===== config.mk =====
export PLATFORM = sky130hd
export DESIGN_NAME = timed_lift_position_control
export DESIGN_NICKNAME = d
export VERILOG_FILES = /design/src/hdl/tlpc_pkg.sv /design/src/hdl/timed_lift_position_control.sv /design/src/hdl/tlpc_cfg.sv /design/src/hdl/tlpc_core.sv
export SDC_FILE = /design/constraint.sdc
export NUM_CORES = 1
export LEC_CHECK = 0
export BUFFER_PORTS_ARGS = -buffer_cell sky130_fd_sc_hd__buf_2
export CAP_MARGIN = 15
export CORE_ASPECT_RATIO = 0.6
export CORE_MARGIN = 5
export CORE_UTILIZATION = 45
export DETAILED_ROUTE_END_ITERATION = 6
export GPL_TIMING_DRIVEN = 0
export HOLD_SLACK_MARGIN = 0.02
export PLACE_DENSITY = 0.69
export SLEW_MARGIN = 20
export SYNTH_ARGS = -nofsm -noshare
export SYNTH_HDL_FRONTEND = slang
export SYNTH_SLANG_ARGS = --single-unit

===== constraint.sdc =====
create_clock -name clk -period 4.34 [get_ports clk]
set_input_delay 0.434 -clock clk [delete_from_list [all_inputs] [get_ports clk]]
set_output_delay 0.434 -clock clk [all_outputs]
set_load 0.03 [all_outputs]

===== src/hdl/tlpc_pkg.sv =====
// ----------------------------------------------------------------------------
// tlpc_pkg: shared types and constants for the timed lift position control
// Holds the timer width, the command and position codes, the configuration
// register indexes and the packed words that travel on the ports.
// ----------------------------------------------------------------------------
package tlpc_pkg;

  // Width of every timer and of the configuration data.
  localparam int TIME_BITS = 24;

  typedef logic [TIME_BITS-1:0] time_t;

  localparam time_t TIME_MAX = {TIME_BITS{1'b1}};

  // Reset values of the run-time registers, in microseconds.
  localparam time_t MIDDLE_TRAVEL_RESET = time_t'(1500000);
  localparam time_t LITTLE_DOWN_RESET   = time_t'(2500000);
  localparam time_t LITTLE_UP_RESET     = time_t'(580000);

  // Command codes carried in the mode field.
  typedef logic [2:0] mode_t;

  localparam mode_t MODE_TICK   = 3'd0;
  localparam mode_t MODE_HIGH   = 3'd1;
  localparam mode_t MODE_LOW    = 3'd2;
  localparam mode_t MODE_MIDDLE = 3'd3;
  localparam mode_t MODE_LITTLE = 3'd4;
  localparam mode_t MODE_OFF    = 3'd5;

  // Lift position codes.
  typedef logic [2:0] pos_t;

  localparam pos_t POS_UNKNOWN = 3'd0;
  localparam pos_t POS_HIGH    = 3'd1;
  localparam pos_t POS_LOW     = 3'd2;
  localparam pos_t POS_MIDDLE  = 3'd3;
  localparam pos_t POS_LITTLE  = 3'd4;

  // Kind of target for a timed move.
  localparam logic TARGET_MIDDLE = 1'b0;
  localparam logic TARGET_LITTLE = 1'b1;

  // Configuration register indexes.
  typedef logic [1:0] cfg_index_t;

  localparam cfg_index_t CFG_MIDDLE_TRAVEL = 2'd0;
  localparam cfg_index_t CFG_LITTLE_DOWN   = 2'd1;
  localparam cfg_index_t CFG_LITTLE_UP     = 2'd2;

  // Input word.
  typedef struct packed {
    mode_t mode;
    logic  halt;
  } in_word_t;

  // Result word.
  typedef struct packed {
    logic direction_down;
    logic motor_enable;
    pos_t position;
    logic moving;
  } out_word_t;

  // Current run-time settings handed from the register file to the core.
  typedef struct packed {
    time_t middle_travel_time;
    time_t little_down_time;
    time_t little_up_time;
  } cfg_times_t;

endpackage


===== src/hdl/timed_lift_position_control.sv =====
// ----------------------------------------------------------------------------
// timed_lift_position_control: lift motor pins and position tracking
// The block takes one word per cycle unless out_ready holds it and returns
// one registered result word for each. A word is accepted whenever the
// result register is empty or its word is being taken in the same cycle,
// so with out_ready held high the block sustains one word every cycle;
// the rate is set by the single state update between the input handshake
// and the result register. Configuration writes are always accepted.
// ----------------------------------------------------------------------------
module timed_lift_position_control import tlpc_pkg::*; (
  input  logic       clk,
  input  logic       rst_n,
  input  logic       in_valid,
  output logic       in_ready,
  input  in_word_t   in_data,
  output logic       out_valid,
  input  logic       out_ready,
  output out_word_t  out_data,
  input  logic       cfg_valid,
  output logic       cfg_ready,
  input  cfg_index_t cfg_index,
  input  time_t      cfg_data
);

  cfg_times_t times;
  out_word_t  result;
  logic       in_take;

  logic      out_valid_r, out_valid_nxt;
  out_word_t out_data_r;

  assign cfg_ready = 1'b1;

  tlpc_cfg u_cfg (
    .clk      (clk),
    .rst_n    (rst_n),
    .wr_en    (cfg_valid),
    .wr_index (cfg_index),
    .wr_data  (cfg_data),
    .times    (times)
  );

  // Accept when the result register is free or draining this cycle.
  assign in_ready = !out_valid_r || out_ready;
  assign in_take  = in_valid && in_ready;

  tlpc_core u_core (
    .clk     (clk),
    .rst_n   (rst_n),
    .step    (in_take),
    .in_word (in_data),
    .times   (times),
    .result  (result)
  );

  // Result register.
  always_comb begin
    out_valid_nxt = out_valid_r;
    if (in_take) begin
      out_valid_nxt = 1'b1;
    end else if (out_ready) begin
      out_valid_nxt = 1'b0;
    end
  end

  always_ff @(posedge clk) begin
    if (!rst_n) begin
      out_valid_r <= 1'b0;
    end else begin
      out_valid_r <= out_valid_nxt;
    end
  end

  always_ff @(posedge clk) begin
    if (in_take) begin
      out_data_r <= result;
    end
  end

  assign out_valid = out_valid_r;
  assign out_data  = out_data_r;

endmodule


===== src/hdl/tlpc_cfg.sv =====
// ----------------------------------------------------------------------------
// tlpc_cfg: run-time configuration registers
// Three run-time registers, written through the configuration channel.
// Writes to an index beyond the list are taken and ignored.
// ----------------------------------------------------------------------------
module tlpc_cfg import tlpc_pkg::*; (
  input  logic       clk,
  input  logic       rst_n,
  input  logic       wr_en,
  input  cfg_index_t wr_index,
  input  time_t      wr_data,
  output cfg_times_t times
);

  cfg_times_t times_r;
  cfg_times_t times_nxt;

  // Select the register that a write lands in.
  always_comb begin
    times_nxt = times_r;
    if (wr_en) begin
      case (wr_index)
        CFG_MIDDLE_TRAVEL: times_nxt.middle_travel_time = wr_data;
        CFG_LITTLE_DOWN:   times_nxt.little_down_time   = wr_data;
        CFG_LITTLE_UP:     times_nxt.little_up_time     = wr_data;
        default:           times_nxt = times_r;
      endcase
    end
  end

  always_ff @(posedge clk) begin
    if (!rst_n) begin
      times_r.middle_travel_time <= MIDDLE_TRAVEL_RESET;
      times_r.little_down_time   <= LITTLE_DOWN_RESET;
      times_r.little_up_time     <= LITTLE_UP_RESET;
    end else begin
      times_r <= times_nxt;
    end
  end

  assign times = times_r;

endmodule


===== src/hdl/tlpc_core.sv =====
// ----------------------------------------------------------------------------
// tlpc_core: lift state and command handling
// Holds the pin levels, the position and the timed-move timer, and works
// out the state after one accepted word in a single pass.
// ----------------------------------------------------------------------------
module tlpc_core import tlpc_pkg::*; (
  input  logic       clk,
  input  logic       rst_n,
  input  logic       step,
  input  in_word_t   in_word,
  input  cfg_times_t times,
  output out_word_t  result
);

  pos_t  position_r, position_nxt;
  logic  active_r, active_nxt;
  logic  kind_r, kind_nxt;
  time_t run_time_r, run_time_nxt;
  time_t elapsed_r, elapsed_nxt;
  logic  dir_r, dir_nxt;
  logic  enable_r, enable_nxt;

  time_t elapsed_inc;

  // Saturating timer increment.
  assign elapsed_inc = (elapsed_r != TIME_MAX) ? elapsed_r + time_t'(1) : elapsed_r;

  // Next state for one word.
  always_comb begin
    position_nxt = position_r;
    active_nxt   = active_r;
    kind_nxt     = kind_r;
    run_time_nxt = run_time_r;
    elapsed_nxt  = elapsed_r;
    dir_nxt      = dir_r;
    enable_nxt   = enable_r;
    if (in_word.halt) begin
      // A halt only cancels the timed move; the pins keep their levels.
      active_nxt = 1'b0;
    end else begin
      case (in_word.mode)
        MODE_TICK: begin
          if (active_r) begin
            elapsed_nxt = elapsed_inc;
            if (elapsed_inc >= run_time_r) begin
              dir_nxt      = 1'b0;
              enable_nxt   = 1'b0;
              active_nxt   = 1'b0;
              position_nxt = (kind_r == TARGET_LITTLE) ? POS_LITTLE : POS_MIDDLE;
            end
          end
        end
        MODE_HIGH: begin
          active_nxt   = 1'b0;
          dir_nxt      = 1'b0;
          enable_nxt   = 1'b1;
          position_nxt = POS_HIGH;
        end
        MODE_LOW: begin
          active_nxt   = 1'b0;
          dir_nxt      = 1'b1;
          enable_nxt   = 1'b1;
          position_nxt = POS_LOW;
        end
        MODE_MIDDLE: begin
          // From high the lift goes down, from anywhere else it goes up.
          dir_nxt      = (position_r == POS_HIGH);
          enable_nxt   = 1'b1;
          kind_nxt     = TARGET_MIDDLE;
          run_time_nxt = times.middle_travel_time;
          elapsed_nxt  = '0;
          active_nxt   = 1'b1;
        end
        MODE_LITTLE: begin
          kind_nxt    = TARGET_LITTLE;
          elapsed_nxt = '0;
          active_nxt  = 1'b1;
          if (position_r == POS_HIGH) begin
            dir_nxt      = 1'b1;
            enable_nxt   = 1'b1;
            run_time_nxt = times.little_down_time;
          end else if (position_r == POS_LOW) begin
            dir_nxt      = 1'b0;
            enable_nxt   = 1'b1;
            run_time_nxt = times.little_up_time;
          end else begin
            // Any other start (unknown, middle or little): pins untouched, the next tick ends the move.
            run_time_nxt = '0;
          end
        end
        MODE_OFF: begin
          active_nxt = 1'b0;
          dir_nxt    = 1'b0;
          enable_nxt = 1'b0;
        end
        default: begin
          // Unused codes leave the state alone.
          active_nxt = active_r;
        end
      endcase
    end
  end

  // State registers advance only on an accepted word.
  always_ff @(posedge clk) begin
    if (!rst_n) begin
      position_r <= POS_UNKNOWN;
      active_r   <= 1'b0;
      kind_r     <= TARGET_MIDDLE;
      run_time_r <= '0;
      elapsed_r  <= '0;
      dir_r      <= 1'b0;
      enable_r   <= 1'b0;
    end else if (step) begin
      position_r <= position_nxt;
      active_r   <= active_nxt;
      kind_r     <= kind_nxt;
      run_time_r <= run_time_nxt;
      elapsed_r  <= elapsed_nxt;
      dir_r      <= dir_nxt;
      enable_r   <= enable_nxt;
    end
  end

  // The result shows the state after the word has been handled.
  assign result.direction_down = dir_nxt;
  assign result.motor_enable   = enable_nxt;
  assign result.position       = position_nxt;
  assign result.moving         = active_nxt;

endmodule

# Word-level counts from Yosys, hierarchy flattened
# Cells that the tools add are included.
classes:
  n_bitwise: 1
  div: 0
  muxes: 30
  n_lt_le_gt_ge: 1
  n_eq_ne: 11
  add_sub_neg: 1
  n_reduce_logical: 17
  shift: 0
  n_mul: 0
op_table:
  columns: ["op", "count"]
  rows:
  - ["24-bit two-way mux", 4]
  - ["24-bit case mux with 2 select lines", 2]
  - ["24-bit by 1-bit adder with 24-bit output (second input constant)", 1]
  - ["24-bit >= comparator", 1]
  - ["24-bit inequality test (second input constant)", 1]
  - ["1-bit two-way mux", 15]
  - ["3-bit two-way mux", 4]
  - ["3-bit by 2-bit == test with 1-bit output (second input constant)", 3]
  - ["3-bit case mux with 3 select lines", 1]
  - ["3-bit by 1-bit == test with 1-bit output (second input constant)", 2]
  - ["3-bit == test (second input constant)", 2]
  - ["2-bit AND reduction", 3]
  - ["2-bit nonzero test", 3]
  - ["3-bit OR reduction", 2]
  - ["1-bit case mux with 5 select lines", 1]
  - ["1-bit case mux with 4 select lines", 1]
  - ["4-bit AND reduction", 1]
  - ["2-bit OR reduction", 2]
  - ["3-bit logical NOT", 1]
  - ["1-bit case mux with 3 select lines", 1]
  - ["3-bit AND reduction", 1]
  - ["2-bit by 1-bit == test with 1-bit output (second input constant)", 1]
  - ["2-bit == test (second input constant)", 1]
  - ["2-bit logical NOT", 1]
  - ["other kinds (6)", 6]
totals:
  mem_bits_rw: 0
  mem_count: 0
  latchBits: 0
  inputBits: 35
  register_bits: 134
  output_inout_bits: 9
  rom_bits: 0

# Logic depth before layout (Yosys ltp)
# Gate-level depths: netlist (run 1).
depth:
  word_depth: 7
  depth_mapped: 16
  depth_no_buf: 14

# Modules after synthesis
# From an unflattened synthesis (run 1), not the netlist that was laid out.
unflattened:
  hier_cells: 832
  hier_area_um2: 7210.7
by_module_without_submodules:
  columns: ["mod", "n_inst", "cells_per_inst", "seq_area_each_um2", "area_per_inst_um2"]
  rows:
  - ["tlpc_core", 1, 536, 1101.1, 4051.4]
  - ["tlpc_cfg", 1, 283, 1441.4, 2910.3]
  - ["timed_lift_position_control", 1, 13, 200.2, 249.0]

# Least setup slack after synthesis (run 1)
# No wires, ideal clock.
synth_timing:
  path_type: "reg-to-reg"
  startpoint: "register u_core.elapsed_r[2]"
  endpoint: "register out_data_r (netlist bit out_data[1]), data pin"
  stages_incl_launch_ff: 16
  setup_ps: 258
  arrival_ps: 3354
  path_slack_ps: 728
  required_ps: 4082
  n_path_buf: 2
  period_less_slack_ps: 3612
  path_cell_list: "dfxtp_1 buf_2 and4_4 nand3_1 nor3_2 nor2b_1 clkbuf_1 xor2_1 ha_1 and3_1 o21ai_0 a31oi_1 o311a_1 o21ai_2 a21oi_1 o221a_2"
synth_rtl:
  columns: ["element", "line", "text"]
  rows:
  - ["from (decl)", "tlpc_core.sv:19", "time_t elapsed_r, elapsed_nxt;"]
  - ["from (signal assigned)", "tlpc_core.sv:119", "elapsed_r <= elapsed_nxt;"]
  - ["to (signal assigned)", "timed_lift_position_control.sv:76", "out_data_r <= result;"]
  - ["to (decl)", "timed_lift_position_control.sv:30", "out_word_t out_data_r;"]

==> results of run 1 <==
## Yosys cell counts (4+ instances only)
cell / instances
dfxtp_1: 128
nor2_1: 49
nand2b_1: 7
nor3b_1: 4
o21ai_0: 27
nor3_1: 10
clkbuf_1: 52
a22oi_1: 26
ha_1: 25
a21boi_0: 48
and3_1: 10
nor2b_1: 31
a21oi_1: 52
xor2_1: 9
a211oi_1: 25
edfxtp_1: 6
nand2_1: 191
o31ai_1: 5
nand3_1: 37
inv_1: 31
nand4_1: 9
a31oi_1: 17
a21o_1: 4
xnor2_1: 13
## what timing repair did
action / 4_1_cts / 5_1_grt
gates resized for setup: 1 / 4
hold endpoints to repair: 0 / 0
buffers inserted: 0 / 5
endpoints found under the setup margin: 3 / 12
pin swaps: 0 / 2
## registers in the layout, summed over array words and instances (netlist names)
signal and cells:
u_core.enable_r 1, u_core.position_r 3, u_core.elapsed_r 24, out_data 6, out_valid 1, u_core.dir_r 1, u_core.active_r 1, u_cfg.times 72
u_core.run_time_r 24, u_core.kind_r 1
## routing by layer
layer | wire (um) | vias up | GRT usage (%)
li1 | - | 3138 | -
met1 | 9670 | 3102 | 34.1
met2 | 7650 | 254 | 29.4
met3 | 1720 | 25 | 4.56
met4 | 255 | 0 | 6.38
met5 | 0 | - | 0
## cell families (layout without fill, tap and decap cells)
group,Yosys count,count (layout)
xor+xnor,22,22
fa+ha+maj,25,25
other cells,1,1
compound gates,223,223
flops,134,134
simple gates,372,372
buf+inv,87,164
mux,3,3
## area by class of cell
| class | count | area share (%) |
|---|---|---|
| clock buffer | 18 | 5.52 |
| buffer | 55 | 2.75 |
| inverter | 32 | 1.51 |
| clock inverter | 14 | 1.74 |
| sequential | 134 | 34.4 |
| tap | 198 | 3.11 |
| multi-input combinational | 646 | 47.9 |
| timing repair buffer | 45 | 2.99 |
## metrics by stage
stage	cell area [sq um]	util (%)
after global routing	7960	54.1
after detailed placement	7300	49.6
after global placement	7300	49.6
after floorplan	6850	-
after CTS	7890	53.6
final	7960	54.1
## tightest hold or removal path, cell delays in order
cell and delay, ps:
buf_2 100, nand2_1 50, nand3_1 70
## power by group
part,internal [uW],switching [uW]
sequential,1280,19.4
combinational,79.8,155
clock,818,599
## how the worst max path moves through the flow
stage	endpoint	slack, ps	cells after the start
after floorplan	out_data[1]	730	15
after detailed placement	out_data[2]	-120	15
after global routing	out_data[2]	3	15
after CTS	out_data[2]	60	14
after global placement	out_data[1]	-50	13
final	out_data[2]	230	16
==> summary.txt, run 1 <==
Critical path
  – Reg-to-reg endpoint: out_data[2]
  – Reg2Reg Setup Slack: 230 ps
  – CP delay by family, top: simple AND/OR/NAND/NOR gates
  – Slowest stage cell on the critical path: a2111oi_4
  – Crit end category: flip-flop
  – Critical Path AT: 4280 ps
  – CP Launch Point: u_core.elapsed_r[2]
  – R2R Path Start: u_core.elapsed_r[2]
  – Crit-path most repeated cell: nand4_1
  – Critical path class: reg -> reg
  – CP peak stage delay: 510 ps
  – CP required: 4510 ps
  – R2R depth: 16
  – Crit-path cells: buf_2 > and4_4 > nand4_2 > a2111oi_4 > and3_1 > nand3_2 > xnor2_1 > ha_1 > nand4_1 > nor4_4 > nand2_1 > nand4_1 > buf_4 > o21ai_4 > nand2b_1 > o221a_2
  – Worst-path maximum fanout: 9
  – CP bufs+invs: 2
  – Worst Setup Start Kind: flip-flop

Finish
  – Most frequent cells in the layout: 191 x nand2_1, 128 x dfxtp_1, 52 x clkbuf_1, 52 x a21oi_1, 49 x nor2_1
  – Filler cell count: 1425
  – Ant. Diodes: 0
  – Finished Layout Cells: 1142
  – Multi-input gate area: 0.00382 sq mm
  – Layout cells sized above 1: 10.5%
  – Commonest non-fill, non-tap cell in the layout: nand2_1
  – Sequential cell area: 0.00274 sq mm
  – Final layout net count: 991
  – P&R area growth vs syn: 16.2%

STA
  – Final setup viols: 0
  – Max-Slew Margin vs Limit: 38.8%
  – Clock Skew: 10.0 ps
  – Slew @ Worst Pin: 916 ps
  – Final setup margin: 226 ps
  – Slew Limit Fails: 0
  – Hold Worst Slack: 265 ps
  – Fmax: 0.243 GHz
  – Min Tclk post-route: 4110 ps
  – Final period util: 94.8%
  – Fin. Hold Viols: 0
  – RSZ-0062 raised after global routing: no
  – TNS Setup: 0 ps

Clock tree
  – TritonCTS Buffers: 17
  – CTS sink cnt: 134
  – Clk Latency, worst-skew pair: 420 ps
  – H-tree depth: 4
  – Root buf cell: clkbuf_16
  – # hold bufs at CTS: 0
  – Clock transition at path regs: 60 ps
  – TritonCTS clock tree: done
  – Bufs on Longest Clock Path: 2

Synth
  – Sequential-to-total area share from yosys stat: 40.0%
  – Syn Nets: 927
  – Largest cells by area after synthesis: dfxtp_1 37%, nand2_1 10%, a21boi_0 5.3%
  – Post-Synth Simple-Gate Area: 25.1%
  – Synth area leader: dfxtp_1
  – Library cells used by synthesis: 61
  – Number of synthesized register bits: 134
  – Synth Area in Compound Gates: 22.0%
  – Largest family of logic cells by synthesized area: simple AND/OR/NAND/NOR gates
  – Main flop type after synthesis: dfxtp_1
  – Synth Instances: 867
  – Synth async-reset ratio: 0%
  – Synth Warn #: 0
  – Mapped cell area: 0.00685 sq mm
  – Post-synthesis mux area share: 0.457%
  – Area fraction of the dominant cell type after synthesis: 37.4%
  – Avg Cell Area, Syn: 7.90 sq um
  – Adder-cell share of the synthesized area: 4.57%
  – Post-Synth XOR/XNOR Area: 2.81%
  – EDFF count, synth: 6

Floorplanning
  – I/O pin cnt: 44
  – DIE HEIGHT: 106 um
  – Core Area: 0.0147 sq mm
  – Initial Util: 46.5%
  – Die ar.: 0.0179 sq mm
  – Die Width: 169 um
  – Cell Rows: 34

Routing
  – Initial drt markers: 746
  – Post-DR vias/cell: 5.71
  – DR pass1 iterations: 5
  – Routed wire per std cell: 16.9 um
  – DRC Markers: 0
  – Via count: 6519
  – Routed Antenna Nets: 0
  – Wirelength, routed: 19.3 mm

Min path
  – Hold EP: u_cfg.times[12]
  – Worst Hold Launch: cfg_data[12]
  – Class of the worst hold path: in -> reg
  – Hold depth: 3

Power
  – P_leak: 0.00302 uW
  – Cell Pwr Density: 370 mW/mm^2
  – Final Power: 2950 uW
  – VDD IR max: 0.236 mV

Place
  – Inst Count DP: 1105
  – PortBufs: 40
  – Worst slack, placed: -119 ps
  – Routability Congestion: 0.865
  – Final HPWL DP: 14.0 mm

Run status
  – Status: complete, no violations

GRT
  – Largest net degree at the start of global routing: 17
  – Vias in the first global route: 5874
  – Global-route wire length before repair: 31.2 mm
  – GRT Util Overall: 21.7%
  – Initial antenna violation count: 0
  – Gr ovfl total: 0

Run
  – Max-cap violation count: 0
Note: power is estimated with default switching activity, not from simulation.
==> run 2: changes to the inputs <==
- CELL_PAD_IN_SITES_DETAIL_PLACEMENT: unset -> 2
- CELL_PAD_IN_SITES_GLOBAL_PLACEMENT: unset -> 2
- CORE_UTILIZATION: 45 -> 36
- PLACE_DENSITY: 0.69 -> 0.86
- TNS_END_PERCENT: unset -> 50
==> run 2 against run 1 <==
Die area grew 23%; setup slack got worse by 130 ps; wire length up 43%; final area grew 3.3%; first-iteration DRC count is 47% lower; flip-flop and latch count stayed put; critical path depth down 1.
==> summary.txt, run 2 (synthesis gave the netlist of run 1 again) <==
Run status
  – Status: complete, no violations

Power
  – Logic pwr share: 7.9% (about the same)
  – Net switching power: 818 uW (+5.7%)
  – Sequential Power Share: 38.9% (-5.1 points)
  – Cell Pwr Density: 406 mW/mm^2 (+9.7%)
  – Final Power: 3340 uW (+13%)
  – Clock Power Share: 53.3% (+5.2 points)
  – Internal power: 2520 uW (+16%)
  – VDD IR max: 0.319 mV (+35%)
  – P_leak: 0.00312 uW (+3.1%)
  – Switching share of total power: 24.5% (-1.8 points)

STA
  – Fin. Hold Viols: 0 (unchanged)
  – Final period util: 97.8% (+3.0 points)
  – Final setup viols: 0 (unchanged)
  – Slew @ Worst Pin: 911 ps (-4.20 ps)
  – Fmax: 0.236 GHz (-3.1%)
  – Max-Slew Margin vs Limit: 39.1% (+0.28 points)
  – Hold Worst Slack: 246 ps (-19.4 ps)
  – Slew Limit Fails: 0 (unchanged)
  – Clock Skew: 5.48 ps (-4.54 ps)
  – Min Tclk post-route: 4250 ps (+131 ps)

GRT
  – Vias in the first global route: 7564 (+29%)
  – Gr ovfl total: 0 (unchanged)
  – Global-route wire length before repair: 43.4 mm (+39%)
  – Initial antenna violation count: 0 (unchanged)
  – GRT Util Overall: 25.5% (+3.8 points)
  – Largest net degree at the start of global routing: 17 (unchanged)

Finish
  – Ant. Diodes: 0 (unchanged)
  – Final non-filler cell area: 0.00823 sq mm (+3.3%)
  – Filler cell count: 2162 (+52%)
  – Final layout net count: 996 (+0.50%)
  – Layout cells sized above 1: 11.3% (+0.79 points)
  – Util after Layout: 43.6% (-11 points)
  – Commonest non-fill, non-tap cell in the layout: nand2_1
  – Max FFs per register: 72 (unchanged)
  – Most frequent cells in the layout: 191 x nand2_1, 128 x dfxtp_1, 52 x clkbuf_1, 52 x a21oi_1, 49 x nor2_1
  – Finished Layout Cells: 1195 (+4.6%)
  – P&R area growth vs syn: 20.1%

Routing
  – DRC Markers: 0 (unchanged)
  – DR pass1 iterations: 5 (unchanged)
  – Post-DR vias/cell: 5.66 (-0.83%)
  – Via count: 6765 (+3.8%)
  – Routed wire per std cell: 23.1 um (+37%)
  – Routed Antenna Nets: 0 (unchanged)
  – Initial drt markers: 394 (-47%)
  – Wirelength, routed: 27.7 mm (+43%)

Critical path
  – Crit-path cells: and4_4 > nand4_4 > a2111oi_4 > buf_4 > nand3_1 > xnor2_1 > ha_1 > nand4_1 > nor3_1 > nor3_1 > nand4_1 > buf_4 > o21ai_4 > mux2i_2 > o32ai_1
  – Critical path class: reg -> reg
  – Slowest stage cell on the critical path: dfxtp_1
  – Critical Path AT: 4420 ps (+140 ps)
  – Worst Setup Start Kind: flip-flop
  – R2R depth: 15 (-1)
  – Worst-path maximum fanout: 7 (-2)
  – Crit end category: flip-flop
  – Reg2Reg Setup Slack: 90 ps (-130 ps)
  – CP required: 4510 ps (about the same)
  – CP peak stage delay: 460 ps (-50 ps)

Clock tree
  – TritonCTS Buffers: 17 (unchanged)
  – TritonCTS clock tree: done
  – Bufs on Longest Clock Path: 2 (unchanged)
  – Root buf cell: clkbuf_16
  – Clock transition at path regs: 60 ps (about the same)
  – Clk Latency, worst-skew pair: 440 ps (+20 ps)
  – H-tree depth: 4 (unchanged)
  – CTS sink cnt: 134 (unchanged)
  – # hold bufs at CTS: 0 (unchanged)

Floorplanning
  – I/O pin cnt: 44 (unchanged)
  – Die ar.: 0.0220 sq mm (+23%)
  – Cell Rows: 39 (+15%)
  – Initial Util: 36.3% (-10 points)
  – Die Width: 188 um (+11%)
  – DIE HEIGHT: 117 um (+11%)
  – Core Area: 0.0189 sq mm (+28%)

Run
  – Max-cap violation count: 0 (unchanged)

Place
  – Inst Count DP: 1153 (+4.3%)
  – Final HPWL DP: 19.0 mm (+36%)
  – Cell Area, Placed: 0.00737 sq mm (+0.89%)
  – PortBufs: 40 (unchanged)
  – Routability Congestion: 0.811 (-6.2%)

Min path
  – Hold depth: 3 (unchanged)
  – Class of the worst hold path: in -> reg
[run 2: cell types whose count changed in the layout (fill, tap and decap cells not counted), sizes merged]
cell / change
bufinv: +6
inv: -6
buf: +4
clkinvlp: -2
clkbuf: +1
clkinv: +1
o21ai: +1
[run 2: layer usage]
layer	share of wire, %	GRT usage [%]
met5	0	0
met4	1.1	6.45
met3	4.3	4.71
met2	47	43.5
met1	48	34.0
[run 2: final timing paths]
| path | from | end |
|---|---|---|
| setup / recovery | u_core.elapsed_r[3] | out_data[3] |
| hold / removal | cfg_data[15] | u_cfg.times[15] |
| setup reg to reg | u_core.elapsed_r[3] | out_data[3] |
| hold reg to reg | u_cfg.times[1] | u_cfg.times[1] |
[run 2: area by class of cell]
cell class,count,area [sq um],share of cell area (%)
clock buffers,19,453,5.51
flip-flops and latches,134,2740,33.3
well taps,246,308,3.74
plain buffers,55,219,2.66
clock inverters,13,250,3.04
repair buffers,49,268,3.25
multi-input cells,647,3870,47.0
inverters,32,120,1.46
[run 2: through the flow]
step | setup TNS [ps] | setup slack, ps
final | 0 | 94.2
after global routing | -57.6 | -23.3
after CTS | 0 | 32.3
after detailed placement | -712 | -197
after global placement | -441 | -161
after floorplan | 0 | 728
[run 2: power groups by stage]
stage / clock network (uW) / registers (uW) / logic [uW]
2_1_floorplan: 0 / 1330 / 137
3_3_place_gp: 0 / 1320 / 231
3_5_place_dp: 0 / 1320 / 243
4_1_cts: 1790 / 1300 / 253
5_1_grt: 1840 / 1300 / 287
6_report: 1780 / 1300 / 264
[run 2: critical path, delay by kind of cell (launching register included)]
| kind | cells | cell delay (ps) |
|---|---|---|
| xor+xnor | 1 | 280 |
| flops | 1 | 460 |
| fa+ha+maj | 1 | 300 |
| mux | 1 | 300 |
| simple gates | 7 | 1440 |
| compound gates | 3 | 770 |
| buf+inv | 2 | 420 |
[run 2: timing repair]
action | in CTS | in global routing
cloned | 0 | 1
buffers inserted | 4 | 5
hold endpoints to repair | 0 | 0
endpoints found under the setup margin | 10 | 11
pin swaps | 3 | 6
resized for setup | 5 | 5
